## config.mk

```make
export PLATFORM = sky130hd
export DESIGN_NAME = clamped_pid_speed_loop_top
export DESIGN_NICKNAME = d
export VERILOG_FILES = /design/src/hdl/cpsl_pkg.sv /design/src/hdl/clamped_pid_speed_loop_top.sv /design/src/hdl/cpsl_chan_state.sv /design/src/hdl/cpsl_calc.sv
export VERILOG_INCLUDE_DIRS = /design/src /design/src/hdl
export SDC_FILE = /design/constraint.sdc
export NUM_CORES = 2
export LEC_CHECK = 0
export BUFFER_PORTS_ARGS = -buffer_cell sky130_fd_sc_hd__buf_2
export CORE_ASPECT_RATIO = 0.5
export CORE_MARGIN = 2
export CORE_UTILIZATION = 55
export CTS_CLUSTER_SIZE = 14
export DETAILED_ROUTE_END_ITERATION = 6
export GPL_ROUTABILITY_DRIVEN = 1
export PLACE_DENSITY = 0.75
export SLEW_MARGIN = 30
export SYNTH_ARGS = -nofsm -noshare
export SYNTH_HDL_FRONTEND = slang
export SYNTH_HIERARCHICAL = 1
export SYNTH_SLANG_ARGS = --single-unit
```

## constraint.sdc

```tcl
create_clock -name clk -period 15.6 [get_ports clk]
set_input_delay 3.12 -clock clk [delete_from_list [all_inputs] [get_ports clk]]
set_output_delay 3.12 -clock clk [all_outputs]
set_load 0.005 [all_outputs]
```

## src/hdl/clamped_pid_speed_loop_top_assert.svh

```systemverilog
// Assertion macros for the clamped PID speed loop.
// Expect clk and rst_n in the including scope.
`ifndef CLAMPED_PID_SPEED_LOOP_TOP_ASSERT_SVH
`define CLAMPED_PID_SPEED_LOOP_TOP_ASSERT_SVH

// same-cycle implication
`define CPSL_ASSERT_NOW(label, ante, cons) \
    label: assert property (@(posedge clk) disable iff (!rst_n) (ante) |-> (cons)) \
        else $error("cpsl assertion failed");

// next-cycle implication
`define CPSL_ASSERT_NEXT(label, ante, cons) \
    label: assert property (@(posedge clk) disable iff (!rst_n) (ante) |=> (cons)) \
        else $error("cpsl assertion failed");

`endif

```

## src/hdl/cpsl_pkg.sv

```systemverilog
// Shared types and constants for the clamped PID speed loop.
// No dependencies.
package cpsl_pkg;

    localparam int SPEED_W       = 16;
    localparam int ERR_W         = 17;
    localparam int GAIN_W        = 16;
    localparam int LIMIT_W       = 15;
    localparam int CHAN_W        = 2;
    localparam int CFG_IDX_W     = 3;
    localparam int CFG_DATA_W    = 16;
    localparam int CPSL_CHANNELS = 4;

    localparam logic [LIMIT_W-1:0] OUTPUT_LIMIT_RST = 15'd16384;

    typedef enum logic [CFG_IDX_W-1:0] {
        CFG_GAIN_P         = 3'd0,
        CFG_GAIN_I         = 3'd1,
        CFG_GAIN_D         = 3'd2,
        CFG_INTEGRAL_LIMIT = 3'd3,
        CFG_OUTPUT_LIMIT   = 3'd4
    } cfg_idx_t;

    // per-channel loop state
    typedef struct packed {
        logic signed [SPEED_W-1:0] integral;
        logic signed [ERR_W-1:0]   prev_error;
    } cpsl_state_t;

endpackage

```

## src/hdl/clamped_pid_speed_loop_top.sv

```systemverilog
// Pipeline: input register, then result register driving out_valid; a stall holds both.
// Throughput: one item per cycle when out_ready does not stall; the channel state is read
// and written in the same cycle as the compute step, so consecutive items on one channel
// chain directly.
// Reset: async active low; gains and integral limit clear to 0, output limit
// to 16384, all channel integrals and previous errors to 0.
`include "clamped_pid_speed_loop_top_assert.svh"

module clamped_pid_speed_loop_top
    import cpsl_pkg::*;
#(
    parameter int CHANNELS = CPSL_CHANNELS
)
(
    input  logic                      clk,
    input  logic                      rst_n,
    input  logic                      cfg_we,
    input  logic [CFG_IDX_W-1:0]      cfg_index,
    input  logic [CFG_DATA_W-1:0]     cfg_data,
    input  logic                      in_valid,
    output logic                      in_ready,
    input  logic [CHAN_W-1:0]         channel,
    input  logic signed [SPEED_W-1:0] measured,
    input  logic signed [SPEED_W-1:0] target,
    output logic                      out_valid,
    input  logic                      out_ready,
    output logic signed [SPEED_W-1:0] drive
);

    logic signed [GAIN_W-1:0]  gain_p_reg;
    logic signed [GAIN_W-1:0]  gain_i_reg;
    logic signed [GAIN_W-1:0]  gain_d_reg;
    logic [LIMIT_W-1:0]        integral_limit_reg;
    logic [LIMIT_W-1:0]        output_limit_reg;

    logic                      s1_valid_reg;
    logic [CHAN_W-1:0]         channel_reg;
    logic signed [SPEED_W-1:0] measured_reg;
    logic signed [SPEED_W-1:0] target_reg;

    logic                      out_valid_reg;
    logic signed [SPEED_W-1:0] drive_reg;

    logic                      s1_adv;
    logic                      hit;
    cpsl_state_t               cur_state;
    cpsl_state_t               upd_state;
    logic signed [SPEED_W-1:0] drive_next;

    assign s1_adv    = s1_valid_reg && (!out_valid_reg || out_ready);
    assign in_ready  = !s1_valid_reg || s1_adv;
    assign out_valid = out_valid_reg;
    assign drive     = drive_reg;

    always_ff @(posedge clk or negedge rst_n)
    begin
        if (!rst_n)
        begin
            gain_p_reg         <= '0;
            gain_i_reg         <= '0;
            gain_d_reg         <= '0;
            integral_limit_reg <= '0;
            output_limit_reg   <= OUTPUT_LIMIT_RST;
        end
        else if (cfg_we)
        begin
            case (cfg_idx_t'(cfg_index))
                CFG_GAIN_P:         gain_p_reg         <= cfg_data;
                CFG_GAIN_I:         gain_i_reg         <= cfg_data;
                CFG_GAIN_D:         gain_d_reg         <= cfg_data;
                CFG_INTEGRAL_LIMIT: integral_limit_reg <= cfg_data[LIMIT_W-1:0];
                CFG_OUTPUT_LIMIT:   output_limit_reg   <= cfg_data[LIMIT_W-1:0];
                default:            ;
            endcase
        end
    end

    always_ff @(posedge clk or negedge rst_n)
    begin
        if (!rst_n)
        begin
            s1_valid_reg  <= 1'b0;
            out_valid_reg <= 1'b0;
        end
        else
        begin
            if (in_ready)
            begin
                s1_valid_reg <= in_valid;
            end
            if (s1_adv)
            begin
                out_valid_reg <= 1'b1;
            end
            else if (out_ready)
            begin
                out_valid_reg <= 1'b0;
            end
        end
    end

    always_ff @(posedge clk)
    begin
        if (in_valid && in_ready)
        begin
            channel_reg  <= channel;
            measured_reg <= measured;
            target_reg   <= target;
        end
        if (s1_adv)
        begin
            drive_reg <= drive_next;
        end
    end

    cpsl_chan_state #(
        .CHANNELS (CHANNELS)
    ) u_state (
        .clk     (clk),
        .rst_n   (rst_n),
        .channel (channel_reg),
        .wr_en   (s1_adv),
        .wr_data (upd_state),
        .rd_data (cur_state),
        .hit     (hit)
    );

    cpsl_calc u_calc (
        .measured       (measured_reg),
        .target         (target_reg),
        .gain_p         (gain_p_reg),
        .gain_i         (gain_i_reg),
        .gain_d         (gain_d_reg),
        .integral_limit (integral_limit_reg),
        .output_limit   (output_limit_reg),
        .hit            (hit),
        .cur            (cur_state),
        .upd            (upd_state),
        .drive          (drive_next)
    );

    `CPSL_ASSERT_NEXT(a_stage_holds, s1_valid_reg && out_valid_reg && !out_ready, s1_valid_reg)
    `CPSL_ASSERT_NEXT(a_absent_zero, s1_adv && !hit, out_valid_reg && drive_reg == 16'sd0)
    `CPSL_ASSERT_NOW(a_integ_range, s1_valid_reg, upd_state.integral != 16'sh8000)
    `CPSL_ASSERT_NOW(a_drive_range, out_valid_reg, drive_reg != 16'sh8000)

endmodule

```

## src/hdl/cpsl_chan_state.sv

```systemverilog
// Per-channel integral and previous-error registers with channel select.
// Depends on cpsl_pkg.
module cpsl_chan_state
    import cpsl_pkg::*;
#(
    parameter int CHANNELS = CPSL_CHANNELS
)
(
    input  logic              clk,
    input  logic              rst_n,
    input  logic [CHAN_W-1:0] channel,
    input  logic              wr_en,
    input  cpsl_state_t       wr_data,
    output cpsl_state_t       rd_data,
    output logic              hit
);

    cpsl_state_t state_reg [CHANNELS];

    assign hit = int'(channel) < CHANNELS;

    always_comb
    begin
        rd_data = '0;
        for (int k = 0; k < CHANNELS; k++)
        begin
            if (int'(channel) == k)
            begin
                rd_data = state_reg[k];
            end
        end
    end

    always_ff @(posedge clk or negedge rst_n)
    begin
        if (!rst_n)
        begin
            for (int k = 0; k < CHANNELS; k++)
            begin
                state_reg[k] <= '0;
            end
        end
        else if (wr_en && hit)
        begin
            for (int k = 0; k < CHANNELS; k++)
            begin
                if (int'(channel) == k)
                begin
                    state_reg[k] <= wr_data;
                end
            end
        end
    end

endmodule

```

## src/hdl/cpsl_calc.sv

```systemverilog
// PID arithmetic: error, P/I/D terms from Q8.8 gains with floor shift, both clamps.
// Depends on cpsl_pkg.
module cpsl_calc
    import cpsl_pkg::*;
(
    input  logic signed [SPEED_W-1:0] measured,
    input  logic signed [SPEED_W-1:0] target,
    input  logic signed [GAIN_W-1:0]  gain_p,
    input  logic signed [GAIN_W-1:0]  gain_i,
    input  logic signed [GAIN_W-1:0]  gain_d,
    input  logic [LIMIT_W-1:0]        integral_limit,
    input  logic [LIMIT_W-1:0]        output_limit,
    input  logic                      hit,
    input  cpsl_state_t               cur,
    output cpsl_state_t               upd,
    output logic signed [SPEED_W-1:0] drive
);

    logic signed [ERR_W-1:0] err;
    logic signed [32:0]      prod_p;
    logic signed [32:0]      prod_i;
    logic signed [17:0]      diff;
    logic signed [33:0]      prod_d;
    logic signed [24:0]      p_term;
    logic signed [24:0]      i_term;
    logic signed [25:0]      d_term;
    logic signed [25:0]      integ_raw;
    logic signed [25:0]      lim_i;
    logic signed [25:0]      integ_c;
    logic signed [27:0]      sum_raw;
    logic signed [27:0]      lim_o;
    logic signed [27:0]      sum_c;

    always_comb
    begin
        err    = ERR_W'(target) - ERR_W'(measured);
        prod_p = 33'(gain_p) * 33'(err);
        prod_i = 33'(gain_i) * 33'(err);
        diff   = 18'(err) - 18'(cur.prev_error);
        prod_d = 34'(gain_d) * 34'(diff);
        p_term = 25'(prod_p >>> 8);
        i_term = 25'(prod_i >>> 8);
        d_term = 26'(prod_d >>> 8);

        integ_raw = 26'(cur.integral) + 26'(i_term);
        lim_i     = 26'($signed({1'b0, integral_limit}));
        if (integ_raw > lim_i)
        begin
            integ_c = lim_i;
        end
        else if (integ_raw < -lim_i)
        begin
            integ_c = -lim_i;
        end
        else
        begin
            integ_c = integ_raw;
        end

        upd.integral   = SPEED_W'(integ_c);
        upd.prev_error = err;

        sum_raw = 28'(p_term) + 28'(upd.integral) + 28'(d_term);
        lim_o   = 28'($signed({1'b0, output_limit}));
        if (sum_raw > lim_o)
        begin
            sum_c = lim_o;
        end
        else if (sum_raw < -lim_o)
        begin
            sum_c = -lim_o;
        end
        else
        begin
            sum_c = sum_raw;
        end

        // absent channel gives zero drive
        drive = hit ? SPEED_W'(sum_c) : '0;
    end

endmodule
```

### Word level (Yosys, flattened, before mapping)

Index checks and enable logic that the tools add are counted.
W data, S select, Z words.

| word-level totals | value |
|---|---|
| register bits | 262 |
| output and inout port bits | 18 |

| cells by class | value |
|---|---|
| multiply operators | 3 |
| muxes and demuxes | 10 |
| add/sub/neg operators | 7 |
| order comparisons | 4 |
| reduce and logical (&&, ||, !) cells | 18 |
| equal/unequal tests | 7 |

Operators by type and width:

| kind | count |
|---|---|
| $mux W33 | 4 |
| $mul A16 B17 Y33 | 2 |
| $mux W16 | 3 |
| $mul A16 B18 Y34 | 1 |
| $gt A28 B16 Y1 | 1 |
| $lt A28 B28 Y1 | 1 |
| $neg A15 Y28 | 1 |
| $add A26 B26 Y27 | 1 |
| $add A16 B25 Y26 | 1 |
| $add A25 B16 Y26 | 1 |
| $gt A26 B16 Y1 | 1 |
| $lt A26 B26 Y1 | 1 |
| $neg A15 Y26 | 1 |
| $reduce_and A2 Y1 | 9 |
| $sub A17 B17 Y18 | 1 |
| $sub A16 B16 Y17 | 1 |
| $mux W15 | 1 |
| $eq A3 B2 Y1 const B | 2 |
| $eq A2 B2 Y1 const B | 2 |
| $eq A3 B1 Y1 const B | 1 |
| $eq A3 B3 Y1 const B | 1 |
| $logic_not A3 Y1 | 1 |
| $eq A2 B1 Y1 const B | 1 |
| $logic_and A1 B1 Y1 | 2 |
| 5 further kinds | 8 |

### Logic depth before layout (Yosys ltp)

| depth | value |
|---|---|
| word-level depth | 14 |
| depth in mapped cells | 83 |

### By module

The synthesis kept the hierarchy.

Modules (own cells, without submodules):

| module | times used | cells an instance | sequential area each (sq um) | area an instance (sq um) |
|---|---|---|---|---|
| cpsl_calc | 1 | 4457 | 0.0 | 38345.5 |
| cpsl_chan_state | 1 | 323 | 3303.2 | 5731.7 |
| clamped_pid_speed_loop_top | 1 | 227 | 3504.6 | 4579.4 |

### Least setup slack after synthesis

Ideal clock, no wire load.

| timing path | value |
|---|---|
| path type | flip-flop to flip-flop |
| from | register measured_reg[0] |
| to | register drive_reg[11] (netlist: drive[11]), data pin |
| arrival | 16.786 ns |
| clock period less this slack | 17.054 ns |
| buffers on the path | 4 |
| cell stages (with the launch flop) | 76 |
| path slack | -1.454 ns |
| setup time | 0.268 ns |
| cells stage by stage | edfxtp_1 > ha_1 > fa_1 > nor2b_1 > o21ai_0 > a21boi_0 > o21ai_0 > a21boi_0 > o21ai_0 > a21boi_0 > o21ai_0 > a21oi_1 > a2111oi_0 > nor3_1 > clkbuf_1 > nand2_1 > fa_1 > fa_1 > [... 40 more ...] > o21bai_1 > o21ai_1 > nand2b_1 > a21o_1 > a21oi_1 > nor2b_1 > nor2_1 > xnor2_1 > ha_1 > and4_1 > a221oi_1 > a31oi_1 > or3_1 > or4_1 > o41a_1 > clkbuf_1 > a21oi_1 > o22ai_1 |

RTL lines:

| item | RTL line | text |
|---|---|---|
| from (decl) | clamped_pid_speed_loop_top.sv:38 | `logic signed [SPEED_W-1:0] measured_reg;` |
| from (signal assigned) | clamped_pid_speed_loop_top.sv:107 | `measured_reg <= measured;` |
| to (signal assigned) | clamped_pid_speed_loop_top.sv:112 | `drive_reg <= drive_next;` |
| to (decl) | clamped_pid_speed_loop_top.sv:42 | `logic signed [SPEED_W-1:0] drive_reg;` |

==> impl_metrics.py <==
metrics = {
    "cells_and_area": {
        "final-seq-area_mm2": 0.00681,
        "syn2layout_area_growth_pct": 14.5,
        "largest_register_ffs": 132,
        "layout.nets": 6744,
        "multi_input_area_mm2": 0.0384,
        "drive_above_1_share_pct": 20.2,
        "fill_cells": 6920,
        "finish.utilization_pct": 63.4,
    },
    "routing": {
        "met2_length_mm": 62.9,
        "wl_per_cell_um": 20.5,
        "post-route-drc-count": 0,
        "drt_iter0_drc": 2877,
        "drt-met1-wl_mm": 56.7,
        "top_layer": "met5",
        "vias": 37000,
        "firstDrtPassIters": 6,
        "met3_length_mm": 10.2,
        "wirelength_mm": 136,
        "detail-route-antenna-nets": 0,
        "vias_per_cell": 5.59,
    },
    "synth": {
        "synth_top_family_by_area": "adder cells",
        "synth_compound_area_share_pct": 6.30,
        "ys_seq_area_share_pct": 14.0,
        "yosys_warnings": 6,
        "syn_nets": 6339,
        "ys.flop_type": "dfrtp_1",
        "synth_seq_cells": 262,
        "synthCells": 5007,
        "synth-xor-area-share_pct": 3.37,
        "synth_edf_count": 50,
        "synth_mux_area_share_pct": 6.89,
        "ys_types": 97,
        "avgSynthCellArea_um2": 9.72,
        "synth_area_mm2": 0.0487,
        "synthAdderAreaFrac_pct": 46.2,
        "synth_simple_gate_area_share_pct": 13.5,
        "async_reset_ff_share_pct": 80.9,
    },
    "run_status": {
        "failed_checks": "setup timing",
        "status": "complete, but fails checks",
    },
    "die": {
        "die-area_mm2": 0.0910,
        "fp-row-count": 77,
        "die_x_um": 425,
        "coreArea_mm2": 0.0880,
        "num_io_pins": 76,
        "initial_core_util_pct": 55.3,
        "die_h_um": 214,
    },
    "worst_setup_path": {
        "cp_data_arrival_time_ns": 16.55,
        "crit_type": "flop to flop",
        "crit_slowest_cell": "fa_1",
        "cp-end-kind": "flop",
        "required_ns": 15.95,
        "regToRegSetupSlack_ns": -0.60,
        "start_kind": "flop",
        "worst_path_most_repeated_cell": "fa_1",
        "cp_slowest_stage_delay_ns": 0.58,
        "critPathMaxFanout": 5,
    },
    "timing": {
        "finalCriticalPeriod_ns": 16.20,
        "slew_headroom_pct": 25.1,
        "tightest_slew_ns": 1.12,
        "max_freq_mhz": 61.7,
        "setup_ws_ns": -0.602,
        "clock_skew_ns": 0.0290,
        "hold_viol_final": 0,
        "whs_ns": 0.496,
        "finalCritPeriodShare_pct": 104,
        "drv_slew": 0,
        "setup_viol": 16,
        "rsz0062_at_grt": "yes",
    },
    "clock_network": {
        "cts.reportedPaths.clkPinSlew_ns": 0.07,
        "cts_buffer_depth": 3,
        "cts_sinks": 262,
        "cts_root_buf": "clkbuf_16",
        "clk_latency_ns": 0.61,
        "cts_made_buffers": 27,
        "htree_levels": 1,
        "cts_tree": "built",
    },
    "placement": {
        "dp_hpwl_mm": 108,
        "gp_congestion": 0.957,
        "io_buffers": 75,
    },
    "grt": {
        "overflow": 0,
        "grt_max_degree": 88,
        "grtUsageTotal_pct": 30.2,
        "antenna_found_initial": 7,
        "grt_pass1_vias": 40000,
        "grt_pass1_wl_mm": 216,
    },
    "hold_path": {
        "hp-class": "flop to flop",
    },
    "flow_run": {
        "drv_cap": 0,
    },
}
## worst paths after layout
check | startpoint | end | cells after the start
setup / recovery | measured_reg[1] | drive[14] | 75
setup reg to reg | measured_reg[1] | drive[14] | 75
hold / removal | s1_valid_reg | out_valid | 1
hold reg to reg | s1_valid_reg | out_valid | 1
max in group asynchronous | rst_n | u_state/state_reg[15] | 2
min in group asynchronous | rst_n | integral_limit_reg[12] | 1
## logic make-up (layout without fill, tap and decap cells)
group | after synthesis | in the layout
flip-flops | 262 | 262
multiplexers | 266 | 266
XOR/XNOR | 187 | 187
other | 1 | 3
AND/OR/NAND/NOR | 1323 | 1324
adder cells (fa/ha/maj) | 1278 | 1278
AO/OA/AOI/OAI | 466 | 467
buffers and inverters | 1224 | 1646
## routing by layer
metal  track usage (%)  up-vias
li1                  -    16400
met1              41.2    18800
met2              48.4     1417
met3              5.60      296
met4              11.4        6
met5                 0        -
## Yosys cell counts (all sizes together), types with 20 or more instances
| master | count | share of area, % |
|---|---|---|
| and2 | 305 | 3.9 |
| inv | 1032 | 8.0 |
| a21oi | 132 | 1.4 |
| o21a | 25 | 0.39 |
| nand2b | 46 | 0.59 |
| clkbuf | 149 | 1.1 |
| mux4 | 33 | 1.5 |
| buf | 42 | 0.62 |
| xnor2 | 134 | 2.4 |
| xor2 | 53 | 0.95 |
| ha | 411 | 11 |
| o21ai | 86 | 0.89 |
| nor2 | 136 | 1.0 |
| nor3 | 58 | 0.62 |
| dfrtp | 211 | 11 |
| nor2b | 83 | 1.1 |
| edfxtp | 50 | 3.1 |
| nand4 | 21 | 0.27 |
| a21o | 54 | 0.83 |
| nand2 | 553 | 4.3 |
| nand3 | 41 | 0.43 |
| mux2 | 223 | 5.2 |
| fa | 863 | 36 |
| and3 | 20 | 0.26 |
## cell usage in the layout, fill, tap and decap left out, types with 11 or more instances in the layout
master,instances
a21oi_2,28
a31oi_1,11
o21a_1,25
nor2_2,11
a21o_1,54
fa_1,857
nand4_1,21
nor2_1,124
clkbuf_16,27
xor2_1,44
nand2b_1,46
or3_1,11
nand3_1,38
buf_4,459
and2_1,304
buf_6,25
buf_2,74
nand2_1,548
mux2_2,219
edfxtp_1,50
nor3_1,48
xnor2_1,124
nor2b_1,80
and3_1,17
o21bai_1,13
dfrtp_1,211
inv_1,1025
ha_4,20
mux4_2,33
o21ai_2,16
ha_1,388
o211ai_1,17
o21ai_0,60
a21oi_1,100
## per-stage QoR
stage	cells	area, µm²	setup slack [ns]	setup TNS, ns
after CTS	6590	54800	-0.707	-10.73
after global routing	6616	55700	-1.31	-19.99
after global placement	6507	53200	-1.11	-16.39
final	6618	55700	-0.602	-8.52
after detailed placement	6507	53200	-1.45	-22.10
after floorplan	5007	48800	0.0125	0
## worst max-delay path, delay by kind of cell, from the launching register on
family / cells / cell delay, ns
flip-flops: 1 / 0.39
AO/OA/AOI/OAI: 32 / 5.50
XOR/XNOR: 3 / 0.55
adder cells (fa/ha/maj): 13 / 5.07
multiplexers: 1 / 0.33
AND/OR/NAND/NOR: 16 / 3.05
buffers and inverters: 10 / 1.02
## cell type report
class / count / area share, %
sequential: 262 / 12.2
clock inverter: 6 / 0.150
multi-input combinational: 3523 / 69.0
antenna: 2 / 0.00898
inverter: 1033 / 6.96
timing repair buffer: 565 / 7.59
tap: 1185 / 2.66
clock buffer: 42 / 1.45
## timing repair
item | in CTS | in global routing
endpoints found under the hold margin | 0 | 0
pin swaps | 63 | 92
buffers inserted | 33 | 31
gates resized for setup | 86 | 150
hold buffers | 0 | 0
cloned | 2 | 0
setup endpoints to repair | 16 | 16
Power is not shown: default switching activity piles up to over one toggle a cycle in this logic, so the estimate is an artifact.
